===== src/design/bap_pkg.sv =====
// Shared types and constants for the buddy page allocator.
// No dependencies; used by every module of the block.
`default_nettype none

package bap_pkg;

    localparam int ACT_W     = 2;
    localparam int ORD_W     = 4;
    localparam int FRAME_W   = 20;
    localparam int CNT_W     = 11;
    localparam int ST_W      = 2;
    localparam int ABS_W     = 22;
    localparam int WORD_W    = 32;
    localparam int BIT_W     = 5;
    localparam int CFG_IDX_W = 2;

    localparam logic [ACT_W-1:0] ACT_INIT  = 2'd0;
    localparam logic [ACT_W-1:0] ACT_ALLOC = 2'd1;
    localparam logic [ACT_W-1:0] ACT_FREE  = 2'd2;

    localparam logic [ST_W-1:0] ST_OK      = 2'd0;
    localparam logic [ST_W-1:0] ST_NO_FREE = 2'd1;
    localparam logic [ST_W-1:0] ST_TOO_BIG = 2'd2;
    localparam logic [ST_W-1:0] ST_OUTSIDE = 2'd3;

    localparam logic [CFG_IDX_W-1:0] CFG_PAGE_COUNT   = 2'd0;
    localparam logic [CFG_IDX_W-1:0] CFG_FIRST_USABLE = 2'd1;
    localparam logic [CFG_IDX_W-1:0] CFG_BASE_FRAME   = 2'd2;

    localparam logic [CNT_W-1:0] PAGE_COUNT_RST = 11'd1024;

    typedef struct packed {
        logic              fit;
        logic [ORD_W-1:0]  k;
    } carve_step_t;

endpackage

`default_nettype wire


===== src/design/bap_carve_step.sv =====
// Carve step: largest aligned block that starts at the cursor and fits below the limit.
// Depends on bap_pkg for widths and the step struct.
`default_nettype none

module bap_carve_step #(
    parameter int MAX_ORDER = 11
) (
    input  wire logic [bap_pkg::ABS_W-1:0] cur,
    input  wire logic [bap_pkg::ABS_W-1:0] lim,
    output bap_pkg::carve_step_t           step
);

    always_comb
    begin
        step.fit = (cur < lim);
        step.k   = '0;
        // alignment and fit are both monotone in k, so the last hit is the largest
        for (int k = 0; k < MAX_ORDER; k++)
        begin
            if ((cur & ((bap_pkg::ABS_W'(1) << k) - bap_pkg::ABS_W'(1))) == '0 &&
                (cur + (bap_pkg::ABS_W'(1) << k)) <= lim)
            begin
                step.k = bap_pkg::ORD_W'(k);
            end
        end
    end

endmodule

`default_nettype wire


===== config.mk =====
export PLATFORM = sky130hd
export DESIGN_NAME = bap_carve_step
export DESIGN_NICKNAME = d
export VERILOG_FILES = /design/src/design/bap_pkg.sv /design/src/design/bap_carve_step.sv
export SDC_FILE = /design/constraint.sdc
export NUM_CORES = 1
export LEC_CHECK = 0
export BUFFER_PORTS_ARGS = -buffer_cell sky130_fd_sc_hd__clkbuf_2
export CAP_MARGIN = 20
export CORE_MARGIN = 2
export CORE_UTILIZATION = 30
export DETAILED_ROUTE_END_ITERATION = 7
export PLACE_DENSITY_LB_ADDON = 0.15
export SLEW_MARGIN = 15
export SYNTH_ARGS = -nofsm -noshare
export SYNTH_HDL_FRONTEND = slang
export SYNTH_SLANG_ARGS = --single-unit

===== constraint.sdc =====
create_clock -name vclk -period 12.4
set_input_delay 1.86 -clock vclk [all_inputs]
set_output_delay 1.86 -clock vclk [all_outputs]
set_load 0.005 [all_outputs]

==> results_dict.tcl <==
set metrics [dict create \
    grt_pass1_vias 6459 \
    cp_max_fo 14 \
    ys_warn_count 0 \
    synth_fp_nets 1151 \
    p_int_w 0.0000942 \
    leakagePower_nw 3.45 \
    firstDrtPassIters 5 \
    worstMarginPinSlew_ns 0.778 \
    core_sq_um 22000 \
    vias 6748 \
    wire_per_inst_microns 21.7 \
    globalplace.congestion 0.919 \
    grt_max_degree 23 \
    max_freq_ghz 0.117 \
    start_util_pct 30.7 \
    ctsResizeCount 0 \
    grt_overflow 0 \
    seq_cell_count 0 \
    crit_type "in -> out" \
    crit_path_start_kind "primary input" \
    synth_top_family_by_area "adder cells" \
    cap_violations 0 \
    n_fill_cell 2394 \
    synthCells 904 \
    p_seq_share_pct 0 \
    fp.dieW_microns 154 \
    clockBufferCount 0 \
    status "finished, final reports clean" \
    power_frac_comb_pct 100.0 \
    p_sw_share_pct 61.5 \
    syn_area_sq_um 6740 \
    whs_ns 4.46 \
    synth_area_leaders "ha_1 (38%), xnor2_1 (11%), xor2_1 (7.8%)" \
    vias_per_cell 5.60 \
    synth_top_area_share_pct 37.7 \
    drv_slew 0 \
    synth_top_cell_by_area "ha_1" \
    hp-class "in -> out" \
    ant_nets 0 \
    antenna_found_initial 0 \
    post-route-drc-count 0 \
    grtUsageTotal_pct 22.0 \
    rows 54 \
    post-route-min-period_ns 8.52 \
    grt_pass1_wl_microns 40300 \
    dieArea_sq_um 23700 \
    rsz0062_at_grt "no" \
    regArea_sq_um 0 \
    syn_area_per_cell_sq_um 7.45 \
    initialDrtViolationCount 502 \
    fin_tns_setup_ns 0 \
    clockPowerShare_pct 0 \
    setup_viol 0 \
    nets 1175 \
    fin_crit_sh_pct 68.7 \
    worstPathArrival_ns 6.66 \
    postCtsSetupRepairBufs 0 \
    finalHoldViolCount 0 \
    max-vdd-ir-drop_mv 0.0152 \
    layout-area-overhead-vs-synth_pct 7.56 \
    cellPowerDensity_nw_per_um2 33.8 \
    drive_above_1_share_pct 6.48 \
    multiInputGateArea_sq_um 6470 \
    diodes 0 \
    place_hpwl_microns 20900 \
    slew_headroom_pct 47.6 \
    cp_data_required_time_ns 10.54 \
    end_kind "output pin" \
    ys_types 54 \
    utilization_pct 33.0 \
    synth_adder_area_share_pct 37.7 \
    synth_mux_area_share_pct 0.149 \
    cts_hold_buf 0 \
    synth_compound_area_share_pct 16.6 \
    synthXorXnorAreaFrac_pct 18.9 \
    wl_microns 26200 \
    power_switching_w 0.000150 \
    boundaryPins 49 \
    io_buffers 49 \
    synth-seq-area-share_pct 0 \
    synth-simple-area-share_pct 22.8 \
    die_h_microns 154 \
]
==> critical path: stages <==
cell and delay [ns]:
clkbuf_2 0.43, ha_1 0.50, nand3_1 0.43, nor2_1 0.46
nand3_1 0.35, nor2_1 0.23, xor2_1 0.18, ha_1 0.27
and4_1 0.20, a221oi_1 0.44, a31oi_1 0.08, a211oi_1 0.46
nor2_1 0.08, o311a_1 0.31, o21ai_1 0.21, clkbuf_2 0.15
==> power by group through the flow <==
stage	Clock, W	Combinational [W]	Sequential, W
global placement	0	0.000243	0
detailed placement	0	0.000242	0
finish	0	0.000245	0
floorplan	0	0.000167	0
CTS	0	0.000244	0
global route	0	0.000276	0
==> cell type report <==
cell class | instances | share of cell area, %
multi-input cells | 834 | 89.3
well taps | 280 | 4.84
repair buffers | 53 | 3.80
inverters | 39 | 2.02
==> cell usage in the layout, fill, tap and decap left out, drive strengths merged, types with 2 or more instances in the layout <==
cell type and n:
a2111oi 4, a211o 3, a211oi 12, a21boi 4
a21o 29, a21oi 56, a221o 3, a221oi 4
a311oi 2, a31oi 3, and2 2, and3 7
and4 7, buf 4, clkbuf 49, ha 203
inv 39, nand2 88, nand2b 6, nand3 44
nand4 45, nand4b 2, nor2 77, nor2b 8
nor3 14, nor4 7, o211ai 4, o21ai 31
o21bai 4, o311a 2, o41ai 2, or2 2
or3 3, or4 2, xnor2 85, xor2 60
==> Yosys cell counts, drive strengths merged, types with 8 or more instances <==
cell      n
nand2    88
a21oi    56
nand3    44
ha      203
nor2b     8
xnor2    85
a211oi   12
clkbuf   24
inv      39
nand4    45
o21ai    31
a21o     29
xor2     60
nor3     14
nor2     77
==> metal layers <==
metal | vias up | part of all wire, % | global-route usage (%)
met4 | 0 | 1.5 | 3.16
met3 | 22 | 5.4 | 1.55
met2 | 235 | 44 | 34.9
li1 | 3341 | - | -
met1 | 3150 | 49 | 33.0
met5 | - | 0 | 0
==> stage by stage <==
step,cell area (sq um),total power (W),worst slack (ns),instances
2_1_floorplan,6740,0.000167,5.49,904
3_3_place_gp,7250,0.000243,3.96,1206
3_5_place_dp,7250,0.000242,4.02,1206
4_1_cts,7250,0.000244,4.00,1206
5_1_grt,7250,0.000276,3.56,1206
6_report,7250,0.000245,3.88,1206
==> logic make-up (layout without fill, tap and decap cells) <==
family / count (synthesis) / after routing
compound gates: 169 / 169
simple gates: 316 / 316
xor+xnor: 145 / 145
buf+inv: 70 / 92
mux: 1 / 1
fa+ha+maj: 203 / 203
==> final timing paths <==
| check | cells past startpoint | to | start | slack (ns) |
|---|---|---|---|---|
| max | 16 | step[1] | cur[9] | 3.88 |
| min | 6 | step[2] | cur[0] | 4.46 |
Power figures use the tool's default switching activity.
